<file path="config.mk">
export PLATFORM = sky130hd
export DESIGN_NAME = terminal_line_editor_core
export DESIGN_NICKNAME = d
export VERILOG_FILES = /design/src/rtl/tle_pkg.sv /design/src/rtl/tle_sequencer.sv /design/src/rtl/tle_datapath.sv /design/src/rtl/terminal_line_editor_core.sv
export SDC_FILE = /design/constraint.sdc
export NUM_CORES = 1
export LEC_CHECK = 0
export BUFFER_PORTS_ARGS = -buffer_cell sky130_fd_sc_hd__buf_4
export CORE_ASPECT_RATIO = 0.6
export CORE_UTILIZATION = 65
export DETAILED_ROUTE_END_ITERATION = 10
export GPL_ROUTABILITY_DRIVEN = 0
export GPL_TIMING_DRIVEN = 0
export PLACE_DENSITY = 0.93
export SLEW_MARGIN = 10
export SYNTH_ARGS = -nofsm -noshare
export SYNTH_HDL_FRONTEND = slang
export SYNTH_SLANG_ARGS = --single-unit
</file>
<file path="constraint.sdc">
create_clock -name i_clk -period 6.35 [get_ports i_clk]
set_clock_uncertainty 0.15 [all_clocks]
set_input_delay 0.635 -clock i_clk [delete_from_list [all_inputs] [get_ports i_clk]]
set_output_delay 0.635 -clock i_clk [all_outputs]
set_load 0.01 [all_outputs]
</file>
<file path="src/rtl/tle_pkg.sv">
`timescale 1ns / 1ps
// Shared types, character codes and the microcode table of the line editor.
// Used by tle_sequencer, tle_datapath and terminal_line_editor_core.
package tle_pkg;

    localparam int TLE_LINE_CAPACITY = 32;

    localparam logic [7:0] CH_BS  = 8'h08;
    localparam logic [7:0] CH_DEL = 8'h7F;
    localparam logic [7:0] CH_CR  = 8'h0D;
    localparam logic [7:0] CH_LF  = 8'h0A;
    localparam logic [7:0] CH_SP  = 8'h20;

    typedef logic [3:0] t_upc;

    typedef enum logic [2:0] {
        SRC_RX, SRC_BS, SRC_SP, SRC_CR, SRC_LF, SRC_MEM
    } t_src;

    typedef enum logic [1:0] {
        LAST_NONE, LAST_ONE, LAST_NO_DELIVER, LAST_RD_LAST
    } t_last_sel;

    typedef enum logic [1:0] {
        CNT_HOLD, CNT_STORE_INC, CNT_DEC, CNT_CLR
    } t_cnt_op;

    typedef enum logic [1:0] {
        PTR_HOLD, PTR_CLR, PTR_INC
    } t_ptr_op;

    typedef enum logic [2:0] {
        COND_NONE, COND_ALWAYS, COND_NO_INPUT, COND_ERASE,
        COND_EXP_EOL, COND_NO_DELIVER, COND_NOT_RD_LAST, COND_EMPTY
    } t_cond;

    typedef struct packed {
        logic      take_in;
        logic      emit;
        t_src      src;
        logic      kind;
        logic      end_rd;
        t_last_sel last_sel;
        t_cnt_op   cnt_op;
        t_ptr_op   ptr_op;
        t_cond     cond;
        t_upc      target;
    } t_uword;

    typedef struct packed {
        logic erase;
        logic exp_eol;
        logic no_deliver;
        logic rd_last;
        logic empty;
        logic out_free;
    } t_status;

    localparam t_upc UPC_IDLE       = 4'd0;
    localparam t_upc UPC_DECODE     = 4'd1;
    localparam t_upc UPC_STORE      = 4'd2;
    localparam t_upc UPC_ECHO_SEL   = 4'd3;
    localparam t_upc UPC_ECHO_RX    = 4'd4;
    localparam t_upc UPC_TO_LINE    = 4'd5;
    localparam t_upc UPC_ECHO_CR    = 4'd6;
    localparam t_upc UPC_ECHO_LF    = 4'd7;
    localparam t_upc UPC_LINE_START = 4'd8;
    localparam t_upc UPC_LINE_BYTE  = 4'd9;
    localparam t_upc UPC_LINE_DONE  = 4'd10;
    localparam t_upc UPC_ERASE_CHK  = 4'd11;
    localparam t_upc UPC_ERASE_DEC  = 4'd12;
    localparam t_upc UPC_ERASE_BS1  = 4'd13;
    localparam t_upc UPC_ERASE_SP   = 4'd14;
    localparam t_upc UPC_ERASE_BS2  = 4'd15;

    localparam t_uword UWORD_NOP = '{
        take_in: 1'b0, emit: 1'b0, src: SRC_RX, kind: 1'b0, end_rd: 1'b0,
        last_sel: LAST_NONE, cnt_op: CNT_HOLD, ptr_op: PTR_HOLD,
        cond: COND_NONE, target: UPC_IDLE
    };

    // The control program. Each step either waits on the output register
    // (emit steps) or advances without holding.
    function automatic t_uword ucode(input t_upc pc);
        t_uword w;
        begin
            w = UWORD_NOP;
            unique case (pc)
                UPC_IDLE: begin
                    w.take_in = 1'b1;
                    w.cond    = COND_NO_INPUT;
                    w.target  = UPC_IDLE;
                end
                UPC_DECODE: begin
                    w.cond   = COND_ERASE;
                    w.target = UPC_ERASE_CHK;
                end
                UPC_STORE: begin
                    w.cnt_op = CNT_STORE_INC;
                end
                UPC_ECHO_SEL: begin
                    w.cond   = COND_EXP_EOL;
                    w.target = UPC_ECHO_CR;
                end
                UPC_ECHO_RX: begin
                    w.emit     = 1'b1;
                    w.src      = SRC_RX;
                    w.last_sel = LAST_NO_DELIVER;
                    w.cond     = COND_NO_DELIVER;
                    w.target   = UPC_IDLE;
                end
                UPC_TO_LINE: begin
                    w.cond   = COND_ALWAYS;
                    w.target = UPC_LINE_START;
                end
                UPC_ECHO_CR: begin
                    w.emit = 1'b1;
                    w.src  = SRC_CR;
                end
                UPC_ECHO_LF: begin
                    w.emit     = 1'b1;
                    w.src      = SRC_LF;
                    w.last_sel = LAST_NO_DELIVER;
                    w.cond     = COND_NO_DELIVER;
                    w.target   = UPC_IDLE;
                end
                UPC_LINE_START: begin
                    w.ptr_op = PTR_CLR;
                end
                UPC_LINE_BYTE: begin
                    w.emit     = 1'b1;
                    w.src      = SRC_MEM;
                    w.kind     = 1'b1;
                    w.end_rd   = 1'b1;
                    w.last_sel = LAST_RD_LAST;
                    w.ptr_op   = PTR_INC;
                    w.cond     = COND_NOT_RD_LAST;
                    w.target   = UPC_LINE_BYTE;
                end
                UPC_LINE_DONE: begin
                    w.cnt_op = CNT_CLR;
                    w.cond   = COND_ALWAYS;
                    w.target = UPC_IDLE;
                end
                UPC_ERASE_CHK: begin
                    w.cond   = COND_EMPTY;
                    w.target = UPC_IDLE;
                end
                UPC_ERASE_DEC: begin
                    w.cnt_op = CNT_DEC;
                end
                UPC_ERASE_BS1: begin
                    w.emit = 1'b1;
                    w.src  = SRC_BS;
                end
                UPC_ERASE_SP: begin
                    w.emit = 1'b1;
                    w.src  = SRC_SP;
                end
                UPC_ERASE_BS2: begin
                    w.emit     = 1'b1;
                    w.src      = SRC_BS;
                    w.last_sel = LAST_ONE;
                    w.cond     = COND_ALWAYS;
                    w.target   = UPC_IDLE;
                end
                default: begin
                    w = UWORD_NOP;
                end
            endcase
            return w;
        end
    endfunction

endpackage

</file>
<file path="src/rtl/tle_sequencer.sv">
`timescale 1ns / 1ps
// Step counter and microcode fetch with conditional jumps.
// Depends on tle_pkg for the control word, status and the program table.
module tle_sequencer (
    input  logic             i_clk,
    input  logic             i_rst_n,
    input  logic             i_in_valid,
    input  tle_pkg::t_status i_status,
    output tle_pkg::t_uword  o_uword
);
    import tle_pkg::*;

    t_upc   r_upc;
    t_upc   n_upc;
    t_uword w_uword;
    logic   w_advance;
    logic   w_jump;

    assign w_uword   = ucode(r_upc);
    assign o_uword   = w_uword;
    // An emit step holds until the output register can take its result.
    assign w_advance = !w_uword.emit || i_status.out_free;

    always_comb begin
        unique case (w_uword.cond)
            COND_NONE:        w_jump = 1'b0;
            COND_ALWAYS:      w_jump = 1'b1;
            COND_NO_INPUT:    w_jump = !i_in_valid;
            COND_ERASE:       w_jump = i_status.erase;
            COND_EXP_EOL:     w_jump = i_status.exp_eol;
            COND_NO_DELIVER:  w_jump = i_status.no_deliver;
            COND_NOT_RD_LAST: w_jump = !i_status.rd_last;
            COND_EMPTY:       w_jump = i_status.empty;
            default:          w_jump = 1'b0;
        endcase
    end

    always_comb begin
        n_upc = r_upc;
        if (w_advance) begin
            n_upc = w_jump ? w_uword.target : r_upc + t_upc'(1);
        end
    end

    always_ff @(posedge i_clk) begin
        if (!i_rst_n) begin
            r_upc <= UPC_IDLE;
        end else begin
            r_upc <= n_upc;
        end
    end

endmodule

</file>
<file path="src/rtl/tle_datapath.sv">
`timescale 1ns / 1ps
// Datapath: received byte, fill count, line store, read pointer, output register.
// Driven by the control word from tle_sequencer; types from tle_pkg.
module tle_datapath #(
    parameter int LINE_CAPACITY = tle_pkg::TLE_LINE_CAPACITY
) (
    input  logic             i_clk,
    input  logic             i_rst_n,
    input  tle_pkg::t_uword  i_uword,
    input  logic             i_in_valid,
    input  logic [7:0]       i_rx_byte,
    input  logic             i_cfg_we,
    input  logic             i_cfg_wdata,
    input  logic             i_out_ready,
    output tle_pkg::t_status o_status,
    output logic             o_out_valid,
    output logic             o_out_kind,
    output logic [7:0]       o_out_byte,
    output logic             o_line_end,
    output logic             o_last_result
);
    import tle_pkg::*;

    localparam int CW = $clog2(LINE_CAPACITY);

    logic [7:0]    r_rx;
    logic          r_expand;
    logic [CW-1:0] r_count;
    logic [CW-1:0] n_count;
    logic [CW-1:0] r_rdptr;
    logic [CW-1:0] n_rdptr;
    logic [7:0]    r_line_mem [LINE_CAPACITY];
    logic [7:0]    r_rd_data;
    logic          r_out_valid;
    logic          r_out_kind;
    logic [7:0]    r_out_byte;
    logic          r_line_end;
    logic          r_last;

    logic       w_is_eol;
    logic       w_deliver;
    logic       w_rd_last;
    logic       w_out_free;
    logic       w_load;
    logic       w_last;
    logic [7:0] w_byte;

    assign w_is_eol   = (r_rx == CH_CR) || (r_rx == CH_LF);
    // Checked after the byte is stored, so the count already includes it.
    assign w_deliver  = w_is_eol || (r_count == CW'(LINE_CAPACITY - 1));
    assign w_rd_last  = (r_rdptr + CW'(1)) == r_count;
    assign w_out_free = !r_out_valid || i_out_ready;
    assign w_load     = i_uword.emit && w_out_free;

    assign o_status.erase      = (r_rx == CH_BS) || (r_rx == CH_DEL);
    assign o_status.exp_eol    = w_is_eol && r_expand;
    assign o_status.no_deliver = !w_deliver;
    assign o_status.rd_last    = w_rd_last;
    assign o_status.empty      = (r_count == '0);
    assign o_status.out_free   = w_out_free;

    always_comb begin
        unique case (i_uword.src)
            SRC_RX:  w_byte = r_rx;
            SRC_BS:  w_byte = CH_BS;
            SRC_SP:  w_byte = CH_SP;
            SRC_CR:  w_byte = CH_CR;
            SRC_LF:  w_byte = CH_LF;
            SRC_MEM: w_byte = r_rd_data;
            default: w_byte = r_rx;
        endcase
    end

    always_comb begin
        unique case (i_uword.last_sel)
            LAST_NONE:       w_last = 1'b0;
            LAST_ONE:        w_last = 1'b1;
            LAST_NO_DELIVER: w_last = !w_deliver;
            LAST_RD_LAST:    w_last = w_rd_last;
            default:         w_last = 1'b0;
        endcase
    end

    always_comb begin
        unique case (i_uword.cnt_op)
            CNT_HOLD:      n_count = r_count;
            CNT_STORE_INC: n_count = r_count + CW'(1);
            CNT_DEC:       n_count = r_count - CW'(1);
            CNT_CLR:       n_count = '0;
            default:       n_count = r_count;
        endcase
    end

    // The read address runs one step ahead so that each line byte is
    // ready in the cycle its emit step starts.
    always_comb begin
        unique case (i_uword.ptr_op)
            PTR_HOLD: n_rdptr = r_rdptr;
            PTR_CLR:  n_rdptr = '0;
            PTR_INC:  n_rdptr = w_load ? r_rdptr + CW'(1) : r_rdptr;
            default:  n_rdptr = r_rdptr;
        endcase
    end

    always_ff @(posedge i_clk) begin
        if (i_uword.cnt_op == CNT_STORE_INC) begin
            r_line_mem[r_count] <= r_rx;
        end
        r_rd_data <= r_line_mem[n_rdptr];
    end

    always_ff @(posedge i_clk) begin
        if (i_uword.take_in && i_in_valid) begin
            r_rx <= i_rx_byte;
        end
        if (w_load) begin
            r_out_kind <= i_uword.kind;
            r_out_byte <= w_byte;
            r_line_end <= i_uword.end_rd && w_rd_last;
            r_last     <= w_last;
        end
    end

    always_ff @(posedge i_clk) begin
        if (!i_rst_n) begin
            r_expand    <= 1'b0;
            r_count     <= '0;
            r_rdptr     <= '0;
            r_out_valid <= 1'b0;
        end else begin
            if (i_cfg_we) begin
                r_expand <= i_cfg_wdata;
            end
            r_count <= n_count;
            r_rdptr <= n_rdptr;
            if (w_load) begin
                r_out_valid <= 1'b1;
            end else if (i_out_ready) begin
                r_out_valid <= 1'b0;
            end
        end
    end

    assign o_out_valid   = r_out_valid;
    assign o_out_kind    = r_out_kind;
    assign o_out_byte    = r_out_byte;
    assign o_line_end    = r_line_end;
    assign o_last_result = r_last;

endmodule

</file>
<file path="src/rtl/terminal_line_editor_core.sv">
`timescale 1ns / 1ps
// Top level of the terminal line editor: sequencer plus datapath.
// Depends on tle_pkg, tle_sequencer and tle_datapath.
//
// Usage:
//   Input channel (i_in_valid / o_in_ready, i_rx_byte) takes one received
//   byte per item. Output channel (o_out_valid / i_out_ready) delivers the
//   results: echo bytes (o_out_kind 0) first, then, on CR, LF or when the
//   line holds LINE_CAPACITY - 1 bytes, the stored line bytes (o_out_kind 1)
//   with o_line_end on the final one. o_last_result marks the last result of
//   each input item; an erase on an empty line produces no result at all.
//   i_cfg_we / i_cfg_wdata write the newline expansion bit (CR or LF echoed
//   as CR LF); write it only while the block is idle.
// Timing:
//   One item is handled at a time. A plain byte is echoed through the output
//   register, an erase gives three echoes, and a line goes out at one line
//   byte per cycle while the receiver keeps up, set by the single read port
//   of the line store. The next item is accepted once the sequencer is back
//   at its idle step.
// Reset clears the fill count, the read pointer, the expansion bit and the output valid flag.
// While the receiver stalls, the current emit step holds and nothing is lost.
module terminal_line_editor_core #(
    parameter int LINE_CAPACITY = tle_pkg::TLE_LINE_CAPACITY
) (
    input  logic       i_clk,
    input  logic       i_rst_n,
    input  logic       i_in_valid,
    output logic       o_in_ready,
    input  logic [7:0] i_rx_byte,
    input  logic       i_cfg_we,
    input  logic       i_cfg_wdata,
    output logic       o_out_valid,
    input  logic       i_out_ready,
    output logic       o_out_kind,
    output logic [7:0] o_out_byte,
    output logic       o_line_end,
    output logic       o_last_result
);
    import tle_pkg::*;

    t_uword  w_uword;
    t_status w_status;

    assign o_in_ready = w_uword.take_in;

    tle_sequencer u_seq (
        .i_clk      (i_clk),
        .i_rst_n    (i_rst_n),
        .i_in_valid (i_in_valid),
        .i_status   (w_status),
        .o_uword    (w_uword)
    );

    tle_datapath #(
        .LINE_CAPACITY (LINE_CAPACITY)
    ) u_dp (
        .i_clk         (i_clk),
        .i_rst_n       (i_rst_n),
        .i_uword       (w_uword),
        .i_in_valid    (i_in_valid),
        .i_rx_byte     (i_rx_byte),
        .i_cfg_we      (i_cfg_we),
        .i_cfg_wdata   (i_cfg_wdata),
        .i_out_ready   (i_out_ready),
        .o_status      (w_status),
        .o_out_valid   (o_out_valid),
        .o_out_kind    (o_out_kind),
        .o_out_byte    (o_out_byte),
        .o_line_end    (o_line_end),
        .o_last_result (o_last_result)
    );

endmodule

</file>
# After elaboration in Yosys (flattened, before gate mapping)

Memory sizes are Yosys's and may differ from the RTL's. A register that Yosys moved wholly into a read port is not among the register bits.
Cells that the tools add are included.

Mux-type cells: 18
Reduce and logical (&&, ||, !) cells: 23
Add/sub/neg operators: 4
Eq/ne operators: 41

Operators with widths:

| cell                | number |
|---|---|
| $pmux 7 s8          | 1 |
| $pmux 8 s5          | 1 |
| $eq 4x4->1 const B  | 8 |
| $eq 8x4->1 const B  | 3 |
| $pmux 4 s6          | 1 |
| $eq 3x3->1 const B  | 6 |
| $eq 4x3->1 const B  | 4 |
| $pmux 5 s3          | 1 |
| $eq 3x2->1 const B  | 4 |
| $pmux 2 s3          | 2 |
| $add 5x1->5 const B | 2 |
| $eq 2x2->1 const B  | 5 |
| $pmux 5 s2          | 1 |
| $eq 4x2->1 const B  | 2 |
| $eq 8x7->1 const B  | 1 |
| $pmux 1 s8          | 1 |
| $eq 2x1->1 const B  | 3 |
| $eq 3x1->1 const B  | 2 |
| $reduce_or 2->1     | 3 |
| $eq 5x5->1          | 1 |
| $eq 5x5->1 const B  | 1 |
| $logic_not 1->1     | 5 |
| $logic_not 5->1     | 1 |
| $logic_or 1x1->1    | 5 |
| 14 further kinds    | 22 |

Output and inout port bits: 13
Bits of input ports: 14
Memories kept: 1
RAM bits: 256
Flip-flop bits (word level): 35
Logic and storage cells: 97

Memories:

| name            | depth | bits a word | read ports | clocked after memory_dff | write ports | line               | RTL |
|---|---|---|---|---|---|---|---|
| u_dp.r_line_mem | 32    | 8           | 1          | 1                        | 1           | tle_datapath.sv:32 | `logic [7:0] r_line_mem [LINE_CAPACITY];` |

# Logic depth before layout (Yosys ltp)

Depth in word-level cells: 6
Gate-level depth with buffers: 17
Depth with buffers taken out: 13

# Hierarchy

A second synthesis with hierarchy kept.

Cell total of the unflattened synthesis: 1581
Area, all modules: 17978.5 sq um

By module, submodules not included:

| module        | cells an instance | sequential area each (sq um) | area each (sq um) | instances |
|---|---|---|---|---|
| tle_datapath  | 1482              | 8658.3                       | 17212.8           | 1 |
| tle_sequencer | 99                | 80.1                         | 765.7             | 1 |

# Least setup slack after synthesis

No wires, ideal clock.

Path kind: reg-to-reg
Start: register u_seq.r_upc[2]
End: register u_dp.r_rd_data[2] (read register of u_dp.r_line_mem)
Data required time: 6.075 ns
Period minus slack after synthesis: 3.511 ns
Buffers on the path: 4
Path slack: 2.839 ns
Library setup time: 0.125 ns
Data arrival time: 3.236 ns
Stages on the path, launching flop included: 15
Cells stage by stage: dfxtp_1 -> clkbuf_1 -> clkbuf_1 -> clkbuf_1 -> nand3b_1 -> ha_1 -> nand2b_1 -> nor2_1 -> o211ai_2 -> o21ai_1 -> buf_2 -> mux2_2 -> o211ai_1 -> o311a_1 -> a211oi_2

Cells in the longest elaborated chain, start to end: 6
Elaborated cells on any way between the ends: 16
Those cells by class: eq/ne (10); mux (4); reduce/logical (2)

Ends and longest elaborated chain:

| element                   | line                | RTL |
|---|---|---|
| start, declared           | tle_sequencer.sv:13 | `t_upc r_upc;` |
| start signal, assigned    | tle_sequencer.sv:49 | `r_upc <= n_upc;` |
| $eq 4x4->1                | tle_pkg.sv:88       | `unique case (pc)` |
| $reduce_or 2->1 (no line) | n/a                 |  |
| $pmux 4 s6                | tle_pkg.sv:88       |  |
| $logic_and 1x1->1         | tle_datapath.sv:53  | `assign w_load = i_uword.emit && w_out_free;` |
| $mux 5                    | tle_datapath.sv:100 | `PTR_INC: n_rdptr = w_load ? r_rdptr + CW'(1) : r_rdptr;` |
| $pmux 5 s2 *              | tle_datapath.sv:97  | `unique case (i_uword.ptr_op)` |
| end, declared             | tle_datapath.sv:33  | `logic [7:0] r_rd_data;` |

Every way passes the cells marked *; elsewhere a longest branch is shown, timed or not.
A chain may end at the register's enable or synchronous reset.

# Final worst setup path

Start: register u_seq.r_upc[2]
End: register u_dp.r_rd_data[7] (read register of u_dp.r_line_mem)

The elaborated chain is that of the path after synthesis.

==> results.md <==
Yosys
* synthesized flop and latch total: 299
* fraction of synthesis flops using an asynchronous set or reset pin: 0%
* nets in the synthesized netlist: 986
* number of warnings issued by yosys: 0
* dominant register cell in the synthesized netlist: sky130_fd_sc_hd__edfxtp_1
* cell count after synthesis: 962
* Post-synth EDFFs: 275
* Avg Synthesized Cell Area: 13.3 um2
* fraction of the yosys area taken by sequential cells: 68.4%
* post-synthesis cell area: 12,800 um2
* number of different library cells in the post-synthesis netlist: 66

Die
* Cell Rows: 39
* standard cell core area: 19,100 um2
* I/O pin count: 27
* area of the die: 20,300 um2
* die outline width: 183 um
* height of the die: 111 um
* initial standard-cell utilization of the core: 66.8%

Final layout
* most used cells in the layout excluding fill and tap cells: sky130_fd_sc_hd__edfxtp_1 (275), sky130_fd_sc_hd__nand2_1 (153), sky130_fd_sc_hd__nor2_1 (49)
* ratio of cells with drive above 1 in the final layout: 12.3%
* leading cell type in the layout, fill and taps excluded: sky130_fd_sc_hd__edfxtp_1
* filler cell count: 1,104
* Nets: 1,047
* Layout area overhead: 11.5%
* fin area: 14,300 um2
* count of inserted antenna diode cells: 0

Routing
* DR iter-0 viols: 1,593
* drt wl/cell: 25.4 um
* DRC Markers: 0
* number of nets still failing antenna checks after routing: 0
* total number of vias: 8,988
* total wire length: 33,300 um
* detailed-router iteration count before antenna repair: 8
* Vias per Instance: 6.87

Timing
* post-route setup TNS: 0 ns
* final count of pins violating max slew: 0
* Rel. slew slack: 13.1%
* top achievable clock speed: 185 MHz
* slew of the pin with the lowest slew margin: 1.30 ns
* portion of the clock cycle consumed by the worst path in the final layout: 85.3%
* final setup violation count: 0
* Fin. Hold Viols: 0
* shortest period the worst path allows: 5.42 ns
* unrepaired setup endpoints after global routing: no

Run status
* outcome: completed

Pwr
* portion of total power attributed to combinational logic: 13.2%
* share of power burned in the clock network: 33.9%
* sequential share of power: 52.9%
* leakage power: 5.03 nW
* power density over cell area: 318 nW/um2
* internal power of the cells: 3.36 mW
* Net Sw Power: 1.17 mW
* worst voltage drop across the vdd grid: 0.349 mV
* net switching share of the total power: 25.9%

CTS
* H-tree lvl count: 1
* clock transition time at the flip-flop clock pins of the worst setup and hold paths: 0.07 ns
* Max clock buf depth: 3
* count of instances resized after the clock tree is built: 0
* clock buffer count from CTS: 26
* CTS root buffer: sky130_fd_sc_hd__clkbuf_16
* Hold Buf Count CTS: 0
* Worst-Skew Late Latency: 0.54 ns
* clock net sink count: 299
* CTS tree: yes
* Post-CTS Repair Setup Buffers: 0

Critical path
* type of destination of the critical path: flop
* startpoint types: flop
* crit path DAT: 5.67 ns
* maximum fanout along the worst path: 10
* Worst Path Required: 6.61 ns
* Worst Path Class, Setup: reg -> reg

Placed design
* quantity of I/O buffers inserted on ports: 26
* post-detailed-placement cell area: 13,300 um2
* HPWL after detailed placement: 21,300 um

Global route
* overall track demand over capacity in global routing: 32.9%
* number of global-route vias before repair: 8,475
* wire length of the first global-routing pass: 49,100 um
* Congestion Overflow GR: 0
* pin count of the biggest net entering global routing: 38
* number of antenna violations at the first check in global routing: 0

Hold path
* worst hold-check path type: in -> reg

Flow run
* max-capacitance violation count: 0

power by group through the flow:
stage / clock (mW) / combinational (mW) / sequential (mW)
floorplan: 0 / 0.315 / 2.43
global placement: 0 / 0.446 / 2.49
detailed placement: 0 / 0.474 / 2.50
CTS: 1.52 / 0.479 / 2.45
global route: 1.60 / 0.639 / 2.40
finish: 1.54 / 0.600 / 2.40
critical path, cell delays in order, from the launching register on:
cell and delay, ns:
sky130_fd_sc_hd__dfxtp_1 0.44, sky130_fd_sc_hd__clkbuf_1 0.39, sky130_fd_sc_hd__clkbuf_1 0.41, sky130_fd_sc_hd__clkbuf_1 0.46, sky130_fd_sc_hd__nand3b_1 0.19, sky130_fd_sc_hd__ha_1 0.34, sky130_fd_sc_hd__nand2b_1 0.28, sky130_fd_sc_hd__nor2_1 0.17
sky130_fd_sc_hd__o211ai_2 0.26, sky130_fd_sc_hd__o21ai_1 0.25, sky130_fd_sc_hd__buf_2 0.33, sky130_fd_sc_hd__buf_2 0.32, sky130_fd_sc_hd__nand2_1 0.10, sky130_fd_sc_hd__a31oi_1 0.34, sky130_fd_sc_hd__nand4_1 0.38, sky130_fd_sc_hd__a211oi_1 0.47
per-layer routing:
metal | GRT usage [%] | wire [um] | vias up
met5 | 0 | 0 | -
met4 | 9.72 | 1020 | 0
met3 | 11.8 | 5360 | 102
met2 | 47.5 | 14400 | 817
met1 | 47.1 | 12600 | 4292
li1 | - | - | 3777
kinds of logic after synthesis:
kind of cell | Yosys count | share of synthesized area, %
simple gates | 332 | 12.0
xor+xnor | 9 | 0.617
fa+ha+maj | 10 | 1.04
mux | 54 | 4.32
buf+inv | 78 | 3.09
flops | 299 | 68.4
compound gates | 180 | 10.6
path summary, 6_finish.rpt:
path / from / endpoint / slack [ns] / cells after the start
hold reg to reg: u_seq.r_upc[0]$_SDFFE_PN0P_ / u_seq.r_upc[0]$_SDFFE_PN0P_ / 0.38 / 2
hold / removal: i_rx_byte[3] / u_dp.r_rx[3]$_DFFE_PP_ / 0.13 / 1
setup / recovery: u_seq.r_upc[2]$_SDFFE_PN0P_ / u_dp.r_rd_data[7]$_DFF_P_ / 0.93 / 15
setup reg to reg: u_seq.r_upc[2]$_SDFFE_PN0P_ / u_dp.r_rd_data[7]$_DFF_P_ / 0.93 / 15
sequential cells by signal, summed over array words and instances, names as in the netlist:
signal and count:
u_dp.o_out_kind 1, u_dp.r_count 5, u_dp.r_rdptr 5, u_dp.o_out_valid 1, u_dp.r_rd_data 8, u_dp.o_out_byte 8, u_dp.r_rx 8, u_dp.o_last_result 1
u_dp.r_line_mem 256, u_dp.r_expand 1, u_dp.o_line_end 1, u_seq.r_upc 4
synthesized netlist by cell type (all sizes together), types with 15 or more instances:
cell,number,area [um2]
mux2i,45,450
buf,39,249
dfxtp,24,480
nand3,44,220
o211ai,27,208
a31oi,29,188
edfxtp,275,8260
a211oi,21,188
o21ai,16,80.1
a21oi,15,75.1
nand2,154,581
and2,19,120
nor2,49,184
o22ai,17,106
inv,24,90.1
layout make-up:
| type | count | area (um2) | area share [%] |
|---|---|---|---|
| tap | 266 | 333 | 2.33 |
| clock inverter | 11 | 71.3 | 0.500 |
| multi-input combinational | 585 | 3650 | 25.6 |
| timing repair buffer | 33 | 338 | 2.37 |
| buffer | 53 | 302 | 2.11 |
| clock buffer | 37 | 733 | 5.14 |
| sequential | 299 | 8740 | 61.3 |
| inverter | 25 | 93.8 | 0.658 |
stage by stage:
stage | total power [mW] | setup slack (ns) | instances | util [%] | hold slack, ns
2_1_floorplan | 2.75 | 2.84 | 962 | - | 0.329
3_3_place_gp | 2.94 | 1.47 | 1254 | 69.6 | 0.362
3_5_place_dp | 2.97 | 1.31 | 1255 | 69.7 | 0.374
4_1_cts | 4.46 | 1.26 | 1303 | 73.9 | 0.119
5_1_grt | 4.64 | 0.825 | 1309 | 74.5 | 0.108
6_report | 4.53 | 0.934 | 1309 | 74.5 | 0.127
No activity file was read; power rests on OpenSTA's default activity.
